**config.mk**
```make
export PLATFORM = sky130hd
export DESIGN_NAME = periodic_timer_bank_top
export DESIGN_NICKNAME = d
export VERILOG_FILES = /design/src/ptb_pkg.sv /design/src/ptb_cell.sv /design/src/periodic_timer_bank_top.sv
export VERILOG_INCLUDE_DIRS = /design/src /design/src/src
export SDC_FILE = /design/constraint.sdc
export NUM_CORES = 1
export LEC_CHECK = 0
export BUFFER_PORTS_ARGS = -buffer_cell sky130_fd_sc_hd__buf_2
export CAP_MARGIN = 20
export CORE_MARGIN = 2
export CORE_UTILIZATION = 50
export DETAILED_ROUTE_END_ITERATION = 8
export PLACE_DENSITY = 0.75
export SYNTH_ARGS = -nofsm -noshare
export SYNTH_HDL_FRONTEND = slang
export SYNTH_SLANG_ARGS = --single-unit
```
**constraint.sdc**
```tcl
create_clock -name clk_i -period 6.9 [get_ports clk_i]
set_clock_uncertainty 0.1 [all_clocks]
set_input_delay 1.035 -clock clk_i [delete_from_list [all_inputs] [get_ports clk_i]]
set_output_delay 1.035 -clock clk_i [all_outputs]
set_load 0.02 [all_outputs]
```
**src/assert_macros.svh**
```systemverilog
// ----------------------------------------------------------------------------
// Assertion macros
// Shared concurrent assertion wrappers, removed when NO_ASSERTIONS is defined.
// ----------------------------------------------------------------------------
`ifndef ASSERT_MACROS_SVH
`define ASSERT_MACROS_SVH

`ifndef NO_ASSERTIONS
`define ASSERT_RST(name, clk, rst_n, prop, msg) \
  name: assert property (@(posedge clk) disable iff (!(rst_n)) (prop)) else $error(msg);
`define ASSERT_ANY(name, clk, prop, msg) \
  name: assert property (@(posedge clk) (prop)) else $error(msg);
`else
`define ASSERT_RST(name, clk, rst_n, prop, msg)
`define ASSERT_ANY(name, clk, prop, msg)
`endif

`endif

```
**src/ptb_pkg.sv**
```systemverilog
// ----------------------------------------------------------------------------
// Periodic timer bank package
// Sizes, mode codes and the command bundle broadcast to the timer cells.
// ----------------------------------------------------------------------------
package ptb_pkg;

  localparam int NUM_SLOTS   = 8;
  localparam int COUNT_WIDTH = 16;
  localparam int MAX_TICKS   = 16;
  localparam int IDX_W       = $clog2(MAX_TICKS);

  localparam int MODE_W     = 2;
  localparam int SLOT_W     = 3;
  localparam int PERIOD_W   = 16;
  localparam int TCOUNT_W   = 5;
  localparam int MASK_W     = 8;
  localparam int TIDX_W     = 4;
  localparam int IN_DATA_W  = 24;
  localparam int OUT_DATA_W = 16;
  localparam int OUT_PAD_W  = OUT_DATA_W - MASK_W - TIDX_W;

  typedef enum logic [MODE_W-1:0] {
    MODE_TICK  = 2'd0,
    MODE_REG   = 2'd1,
    MODE_UNREG = 2'd2
  } mode_e;

  typedef struct packed {
    logic                   load;
    logic                   unload;
    logic                   tick;
    logic [COUNT_WIDTH-1:0] period;
  } cmd_t;

endpackage

```
**src/ptb_cell.sv**
```systemverilog
// ----------------------------------------------------------------------------
// Timer cell
// One countdown slot; appends its fire bit to the mask handed down the row.
// ----------------------------------------------------------------------------
module ptb_cell (
  input  logic                           clk_i,
  input  logic                           rst_ni,
  input  ptb_pkg::cmd_t                  cmd_i,
  input  logic                           sel_i,
  input  logic [ptb_pkg::NUM_SLOTS-1:0]  mask_i,
  output logic [ptb_pkg::NUM_SLOTS-1:0]  mask_o
);

  logic                            armed_q;
  logic [ptb_pkg::COUNT_WIDTH-1:0] remaining_q;
  logic [ptb_pkg::COUNT_WIDTH-1:0] reload_q;
  logic [ptb_pkg::COUNT_WIDTH-1:0] dec;
  logic                            fire;

  assign dec    = remaining_q - ptb_pkg::COUNT_WIDTH'(1);
  assign fire   = cmd_i.tick && armed_q && (dec == '0);
  assign mask_o = {mask_i[ptb_pkg::NUM_SLOTS-2:0], fire};

  always_ff @(posedge clk_i or negedge rst_ni) begin
    if (!rst_ni) begin
      armed_q <= 1'b0;
    end else if (sel_i && cmd_i.load) begin
      armed_q <= 1'b1;
    end else if (sel_i && cmd_i.unload) begin
      armed_q <= 1'b0;
    end
  end

  always_ff @(posedge clk_i) begin
    if (sel_i && cmd_i.load) begin
      reload_q    <= cmd_i.period;
      remaining_q <= cmd_i.period;
    end else if (cmd_i.tick && armed_q) begin
      remaining_q <= fire ? reload_q : dec;
    end
  end

endmodule

```
**src/periodic_timer_bank_top.sv**
```systemverilog
// ----------------------------------------------------------------------------
// Periodic timer bank
// Row of countdown timer cells driven by register, unregister and tick beats.
// ----------------------------------------------------------------------------
// Input beats carry the mode in s_axis_tuser and slot, period and tick count
// in s_axis_tdata. A register or unregister beat updates one cell and yields
// one result beat with an empty mask in the cycle after acceptance; the next
// input beat may follow in the next cycle. A tick beat with count n > 0
// (saturated to 16) yields n result beats, one per cycle while the receiver
// takes them; every cell counts down in parallel on the single shared tick
// step of the cell row. A count of 0 yields one empty-mask beat. The last
// result beat of every input beat has m_axis_tlast set. Results sit in an
// output register. A new input beat is taken only in idle, in a cycle where
// that register is empty or its beat is being accepted. When the receiver
// stalls, ticking pauses, the held beat stays put and the input waits. Reset
// disarms every slot and empties the output.
// ----------------------------------------------------------------------------
`include "assert_macros.svh"

module periodic_timer_bank_top (
  input  logic                              clk_i,
  input  logic                              rst_ni,
  input  logic                              s_axis_tvalid,
  output logic                              s_axis_tready,
  // slot [2:0], period [18:3], tick_count [23:19]
  input  logic [ptb_pkg::IN_DATA_W-1:0]     s_axis_tdata,
  // mode [1:0]
  input  logic [ptb_pkg::MODE_W-1:0]        s_axis_tuser,
  output logic                              m_axis_tvalid,
  input  logic                              m_axis_tready,
  // fired_mask [7:0], tick_index [11:8], zero [15:12]
  output logic [ptb_pkg::OUT_DATA_W-1:0]    m_axis_tdata,
  output logic                              m_axis_tlast
);

  typedef enum logic {
    ST_IDLE,
    ST_TICK
  } state_e;

  state_e                          state_q;
  logic                            m_valid_q;
  logic [ptb_pkg::MASK_W-1:0]      m_mask_q;
  logic [ptb_pkg::TIDX_W-1:0]      m_idx_q;
  logic                            m_last_q;
  logic [ptb_pkg::IDX_W-1:0]       idx_q;
  logic [ptb_pkg::IDX_W-1:0]       last_idx_q;

  ptb_pkg::mode_e                  mode;
  logic [ptb_pkg::SLOT_W-1:0]      slot;
  logic [ptb_pkg::PERIOD_W-1:0]    period;
  logic [ptb_pkg::TCOUNT_W-1:0]    tick_count;
  logic [ptb_pkg::TCOUNT_W-1:0]    tick_sat;
  logic [ptb_pkg::COUNT_WIDTH-1:0] period_trunc;
  logic                            s_accept;
  logic                            out_free;
  logic                            advance;
  logic                            is_batch;
  ptb_pkg::cmd_t                   cmd;
  logic [ptb_pkg::NUM_SLOTS-1:0]   chain [ptb_pkg::NUM_SLOTS+1];
  logic [ptb_pkg::NUM_SLOTS-1:0]   fired;

  assign mode         = ptb_pkg::mode_e'(s_axis_tuser);
  assign slot         = s_axis_tdata[2:0];
  assign period       = s_axis_tdata[18:3];
  assign tick_count   = s_axis_tdata[23:19];
  assign tick_sat     = (tick_count > ptb_pkg::TCOUNT_W'(ptb_pkg::MAX_TICKS))
                        ? ptb_pkg::TCOUNT_W'(ptb_pkg::MAX_TICKS) : tick_count;
  assign period_trunc = ptb_pkg::COUNT_WIDTH'(period);

  assign out_free      = !m_valid_q || m_axis_tready;
  assign s_axis_tready = (state_q == ST_IDLE) && out_free;
  assign s_accept      = s_axis_tvalid && s_axis_tready;
  assign advance       = (state_q == ST_TICK) && out_free;
  assign is_batch      = (mode == ptb_pkg::MODE_TICK) && (tick_count != '0);

  always_comb begin
    cmd.load   = s_accept && (mode == ptb_pkg::MODE_REG);
    cmd.unload = s_accept && (mode == ptb_pkg::MODE_UNREG);
    cmd.tick   = advance;
    cmd.period = (period_trunc == '0) ? ptb_pkg::COUNT_WIDTH'(1) : period_trunc;
  end

  assign chain[ptb_pkg::NUM_SLOTS] = '0;
  assign fired                     = chain[0];

  for (genvar s = 0; s < ptb_pkg::NUM_SLOTS; s++) begin : g_cell
    ptb_cell u_cell (
      .clk_i  (clk_i),
      .rst_ni (rst_ni),
      .cmd_i  (cmd),
      .sel_i  (slot == ptb_pkg::SLOT_W'(s)),
      .mask_i (chain[s+1]),
      .mask_o (chain[s])
    );
  end

  always_ff @(posedge clk_i or negedge rst_ni) begin
    if (!rst_ni) begin
      state_q    <= ST_IDLE;
      m_valid_q  <= 1'b0;
      m_mask_q   <= '0;
      m_idx_q    <= '0;
      m_last_q   <= 1'b0;
      idx_q      <= '0;
      last_idx_q <= '0;
    end else begin
      case (state_q)
        ST_IDLE: begin
          if (s_accept) begin
            if (is_batch) begin
              state_q    <= ST_TICK;
              idx_q      <= '0;
              last_idx_q <= ptb_pkg::IDX_W'(tick_sat - ptb_pkg::TCOUNT_W'(1));
              m_valid_q  <= 1'b0;
            end else begin
              m_valid_q <= 1'b1;
              m_mask_q  <= '0;
              m_idx_q   <= '0;
              m_last_q  <= 1'b1;
            end
          end else if (m_axis_tready) begin
            m_valid_q <= 1'b0;
          end
        end
        ST_TICK: begin
          if (advance) begin
            m_valid_q <= 1'b1;
            m_mask_q  <= ptb_pkg::MASK_W'(fired);
            m_idx_q   <= ptb_pkg::TIDX_W'(idx_q);
            m_last_q  <= (idx_q == last_idx_q);
            idx_q     <= idx_q + ptb_pkg::IDX_W'(1);
            if (idx_q == last_idx_q) begin
              state_q <= ST_IDLE;
            end
          end
        end
        default: begin
          state_q <= ST_IDLE;
        end
      endcase
    end
  end

  assign m_axis_tvalid = m_valid_q;
  assign m_axis_tdata  = {{ptb_pkg::OUT_PAD_W{1'b0}}, m_idx_q, m_mask_q};
  assign m_axis_tlast  = m_last_q;

  `ASSERT_RST(a_idle_holds_last, clk_i, rst_ni,
    (state_q == ST_IDLE && m_valid_q) |-> m_last_q, "held beat in idle is not last")
  `ASSERT_RST(a_no_overwrite, clk_i, rst_ni,
    s_accept |-> (!m_valid_q || m_axis_tready), "input taken over a stalled result")
  `ASSERT_RST(a_idx_bound, clk_i, rst_ni,
    (state_q == ST_TICK) |-> (idx_q <= last_idx_q), "tick index beyond batch end")
  `ASSERT_RST(a_batch_starts, clk_i, rst_ni,
    (s_accept && is_batch) |=> (state_q == ST_TICK && idx_q == '0), "tick batch not started")

endmodule
```
# --- After elaboration in Yosys (flattened, before gate mapping) ---
# Cells that the tools add are included.
word_totals:
  register_bits: 287
  inputBits: 30
  output_inout_bits: 19
  wordCells: 198
op_classes:
  n_addsub: 10
  n_lt_le_gt_ge: 1
  n_eq_ne: 15
  muxes: 68
  bitwise: 1
  n_reduce_logical: 72
op_table:
  columns: ["cell", "n"]
  rows:
  - ["16-bit two-way mux", 25]
  - ["16-bit zero test", 9]
  - ["16-bit by 1-bit subtractor with 16-bit output, second input constant", 8]
  - ["1-bit logical AND", 38]
  - ["2-bit nonzero test", 16]
  - ["4-bit two-way mux", 7]
  - ["1-bit two-way mux", 27]
  - ["8-bit two-way mux", 3]
  - ["4-bit case mux with 2 select lines", 2]
  - ["8-bit case mux with 2 select lines", 1]
  - ["3-bit == test, second input constant", 4]
  - ["3-bit AND reduction", 3]
  - ["3-bit by 2-bit == test with 1-bit output, second input constant", 2]
  - ["2-bit inequality test, second input constant", 3]
  - ["1-bit case mux with 2 select lines", 3]
  - ["5-bit greater-than comparator, second input constant", 1]
  - ["5-bit nonzero test", 1]
  - ["4-bit by 1-bit adder with 4-bit output, second input constant", 1]
  - ["4-bit == test", 1]
  - ["4-bit by 1-bit subtractor with 4-bit output, second input constant", 1]
  - ["3-bit by 1-bit == test with 1-bit output, second input constant", 1]
  - ["3-bit zero test", 1]
  - ["3-bit inequality test, second input constant", 1]
  - ["2-bit by 1-bit == test with 1-bit output, second input constant", 1]
  - ["7 further kinds", 7]

# --- Logic depth before layout (Yosys ltp) ---
depth:
  ltp_word: 8
  depth_mapped: 11

# --- Hierarchy ---
# A second synthesis with hierarchy kept.
hier_totals:
  cells_unflattened: 1775
  area_unflattened_um2: 18315.1
modules_own_cells:
  columns: ["module", "n_inst", "cells_per_inst", "area_each_um2", "seq_area_each_um2"]
  rows:
  - ["ptb_cell at g_cell[4].u_cell ...", 4, 207, 2150.8, 985.9]
  - ["ptb_cell at g_cell[0].u_cell ...", 4, 205, 2112.0, 985.9]
  - ["periodic_timer_bank_top", 1, 127, 1263.7, 575.6]

# --- Worst setup path after synthesis ---
# OpenSTA, ideal clock, no wires.
synth_path:
  kind: "in2reg"
  start: "in s_axis_tuser[1] (netlist bit)"
  end: "reg g_cell[7].u_cell.remaining_q[14] (netlist bit) (data pin)"
  setup_ns: 0.266
  arrival_ns: 3.167
  slack_ns: 3.367
  stages: 8
  n_path_buf: 1
  cell_sequence: "nand3b_1 nor4b_1 nand3_1 inv_1 buf_1 nor2_1 a21oi_1 o21ai_0"
synth_via:
  elab_chain_len: 4
synth_rtl:
  columns: ["element", "line", "rtl"]
  rows:
  - ["from (decl)", "periodic_timer_bank_top.sv:28", "input logic [ptb_pkg::MODE_W-1:0] s_axis_tuser,"]
  - ["2-bit by 1-bit == test with 1-bit output", "periodic_timer_bank_top.sv:78", "cmd.load = s_accept && (mode == ptb_pkg::MODE_REG);"]
  - ["1-bit logical AND", "periodic_timer_bank_top.sv:78", null]
  - ["1-bit logical AND", "ptb_cell.sv:35", "if (sel_i && cmd_i.load) begin"]
  - ["16-bit two-way mux", "ptb_cell.sv:35", null]
  - ["to (signal assigned)", "ptb_cell.sv:37", "remaining_q <= cmd_i.period;"]
  - ["to (signal assigned)", "ptb_cell.sv:39", "remaining_q <= fire ? reload_q : dec;"]
  - ["to (decl)", "ptb_cell.sv:15", "logic [ptb_pkg::COUNT_WIDTH-1:0] remaining_q;"]
# No other way between the ends.
# A chain may end at the register's enable or synchronous reset.

# --- Worst setup path in the final report ---
layout_path:
  start: "in s_axis_tuser[1] (netlist bit)"
  end: "reg g_cell[7].u_cell.remaining_q[9] (netlist bit) (data pin)"
# The elaborated chain is that of the path after synthesis.

==> reports/metrics.yaml <==
logic_synthesis:
  ys_ff_latch: 287
  ys.flop_type: "edfxtp_1"
  yosys_warnings: 0
  synthCells: 1386
  yosysTopAreaCell: "edfxtp_1"
  yosysSeqAreaShare_pct: 56.6
  netlist.area_leader.share_pct: 51.4
  synth_edf_count: 256
  yosys-top-cells-area: "edfxtp_1 51%, dfrtp_1 5.2%, nor2_1 4.0%, xor2_1 3.2%, xnor2_1 3.0%"
  synth_cell_type_count: 73
  syn_area_um2: 14900
  avgSynthCellArea_um2: 10.8
  synth_async_sr_flop_share_pct: 10.8
finish:
  regArea_um2: 8460
  area_delta_synth_final_pct: 9.94
  drive_above_1_share_pct: 10.4
  instances_no_fill: 1801
  fillers: 2462
  multi_input_area_um2: 6000
  num_antenna_cells: 0
  fin_nets: 1435
global_route:
  grt_pass1_wl_um: 57200
  grt_max_degree: 35
  track_usage_pct: 23.4
  grt_util_met3_pct: 2.84
  grt.busiest_layer: "met2"
  grt_util_met2_pct: 36.6
  grt_pass1_vias: 10300
  grtUsageMet1_pct: 34.2
  globalRouteOverflowTotal: 0
  antenna_found_initial: 1
sta:
  worst_pin_slew_ns: 1.08
  min_period_ns: 4.03
  rsz0062_at_grt: "no"
  slew_headroom_pct: 27.8
  fin_tns_setup_ns: 0
  drv_slew: 0
  hold_violations: 0
  setup_viol: 0
  hold_ws_ns: 0.386
  fmax_mhz: 248
  period_share_pct: 58.5
job:
  maxCapViolCount: 0
routing:
  wl_per_cell_um: 20.3
  drt-total-wl_um: 36600
  antenna_left: 0
  vias: 11100
  drc: 0
  first_iter_violations: 1283
  avgViaCountPerCell: 6.16
  dr.pass1.iters: 5
power_and_ir_drop:
  ir_drop_v: 0.000234
  powerDensity_nw_per_um2: 260
  power_leakage_nw: 5.81
  pwr-share-seq_pct: 50.2
  power_frac_comb_pct: 10.7
  p_clk_share_pct: 39.1
  power_mw: 4.27
  p_int_mw: 3.16
  swShare_pct: 25.9
  switchingPower_mw: 1.11
place:
  dp_hpwl_um: 23200
  gp_congestion: 0.880
  placed_cells_incl_taps: 1742
  port_buffers: 44
clock_tree:
  cts_resized: 0
  cts_setup_buffers: 0
  holdBufCountCts: 0
  clk_pin_slew_ns: 0.06
  clk_latency_ns: 0.56
  cts_tree: "yes"
  cts_root_buf: "clkbuf_16"
  cts_max_path_buffers: 3
  cts_htree_levels: 1
  clock_sinks: 287
  cts_made_buffers: 30
worst_setup_path:
  worst_path_max_delay_cell: "nor4b_1"
  critPathArrivalTime_ns: 4.23
  critPathMaxStageDelay_ns: 0.74
  crit_required_ns: 7.10
  reg2reg_slack_ns: 2.94
  end_kind: "flop"
  crit_fanout: 24
  cp_cell_sequence: "buf_2, nand3b_1, nor4b_1, nand3_1, inv_1, buf_4, o21ai_0, o21bai_1"
  crit_buf_inv: 3
  startpoint_type: "input port"
  crit_family: "simple AND/OR/NAND/NOR gates"
  crit_type: "in2reg"
worst_hold_path:
  hold_class: "reg2reg"
run_status:
  status: "completed"
die:
  die_y_um: 177
  core_um2: 29600
  num_io_pins: 49
  start_util_pct: 50.6
  dieArea_um2: 31300
  die_x_um: 177
  rows: 63
sequential cells by signal, summed over array words and instances (netlist names):
| signal | flops |
|---|---|
| g_cell.u_cell.armed_q | 8 |
| g_cell.u_cell.remaining_q | 128 |
| m_axis_tvalid | 1 |
| last_idx_q | 4 |
| g_cell.u_cell.reload_q | 128 |
| state_q | 1 |
| m_idx_q | 4 |
| idx_q | 4 |
| m_axis_tlast | 1 |
| m_mask_q | 8 |
cell usage after synthesis (24+ instances only):
cell type and instances:
nand3_1 72, edfxtp_1 256, a21o_1 44, xor2_1 55
o21ai_0 47, nor2_1 158, nor3_1 41, nor4_1 24
inv_1 31, nand2_1 102, dfrtp_1 31, a21oi_1 74
clkbuf_1 79, a31oi_1 58, xnor2_1 52
through the flow:
| step | util (%) | worst slack (ns) | instance area (um2) |
|---|---|---|---|
| after floorplan | - | 3.37 | 15000 |
| after global placement | 52.0 | 2.50 | 15400 |
| after detailed placement | 52.0 | 2.36 | 15400 |
| after CTS | 55.5 | 2.93 | 16400 |
| after global routing | 55.6 | 2.64 | 16400 |
| final | 55.6 | 2.87 | 16400 |
worst paths after layout:
kind	to	start	cells after the start
worst max-delay path	g_cell[7].u_cell.remaining_q[9]	s_axis_tuser[1]	8
worst min-delay path	m_mask_q[7]	m_mask_q[7]	1
worst max register to register	g_cell[7].u_cell.remaining_q[9]	state_q	6
worst min register to register	m_mask_q[7]	m_mask_q[7]	1
max in group asynchronous	m_mask_q[5]	rst_ni	1
min in group asynchronous	m_mask_q[7]	rst_ni	1
power groups by stage:
stage | combinational [mW] | sequential, mW | clock (mW)
global route | 0.505 | 2.16 | 1.75
finish | 0.457 | 2.14 | 1.67
floorplan | 0.319 | 2.15 | 0
global placement | 0.434 | 2.17 | 0
detailed placement | 0.449 | 2.18 | 0
CTS | 0.453 | 2.14 | 1.68
per-layer routing:
metal	part of all wire, %	up-vias
met5	0.036	-
met4	3.0	2
met1	44	5380
li1	-	5161
met2	45	467
met3	7.5	76
layout make-up:
cell class,count,area share [%]
clock buffers,40,5.29
clock inverters,16,0.975
inverters,33,0.754
multi-input cells,977,36.5
flip-flops and latches,287,51.5
well taps,390,2.97
repair buffers,58,1.96
cells in the final DEF, fill, tap and decap left out, types with 8 or more instances in the layout:
| master | count |
|---|---|
| a21o_1 | 44 |
| or4b_2 | 12 |
| xnor2_1 | 52 |
| nor3b_1 | 11 |
| edfxtp_1 | 256 |
| or4_1 | 13 |
| dfrtp_1 | 31 |
| nor3_1 | 41 |
| xor2_1 | 55 |
| a31oi_1 | 58 |
| buf_4 | 13 |
| o21ai_0 | 46 |
| ha_1 | 18 |
| nand3_1 | 72 |
| and3_1 | 8 |
| clkbuf_16 | 31 |
| nand4_1 | 17 |
| o31ai_1 | 15 |
| nand2_1 | 102 |
| nor4_1 | 23 |
| or2_2 | 8 |
| buf_2 | 45 |
| inv_1 | 31 |
| nor2b_1 | 8 |
| nor2_1 | 158 |
| a21oi_1 | 74 |
| nor4b_1 | 14 |
| or3_1 | 16 |
| nand2b_1 | 11 |
cells by family (layout without fill, tap and decap cells):
| group | count (synthesis) | in the layout | synth area share, % |
|---|---|---|---|
| and+or+nand+nor | 553 | 553 | 19.3 |
| AOI/OAI and AO/OA | 290 | 290 | 12.5 |
| DFF | 287 | 287 | 56.6 |
| buffers and inverters | 125 | 147 | 3.35 |
| xor gates and xnor gates | 107 | 107 | 6.27 |
| adders and majority gates | 18 | 18 | 1.51 |
| muxes | 5 | 5 | 0.352 |
| other | 1 | 4 | 0.0251 |
Power figures use the tool's default switching activity.
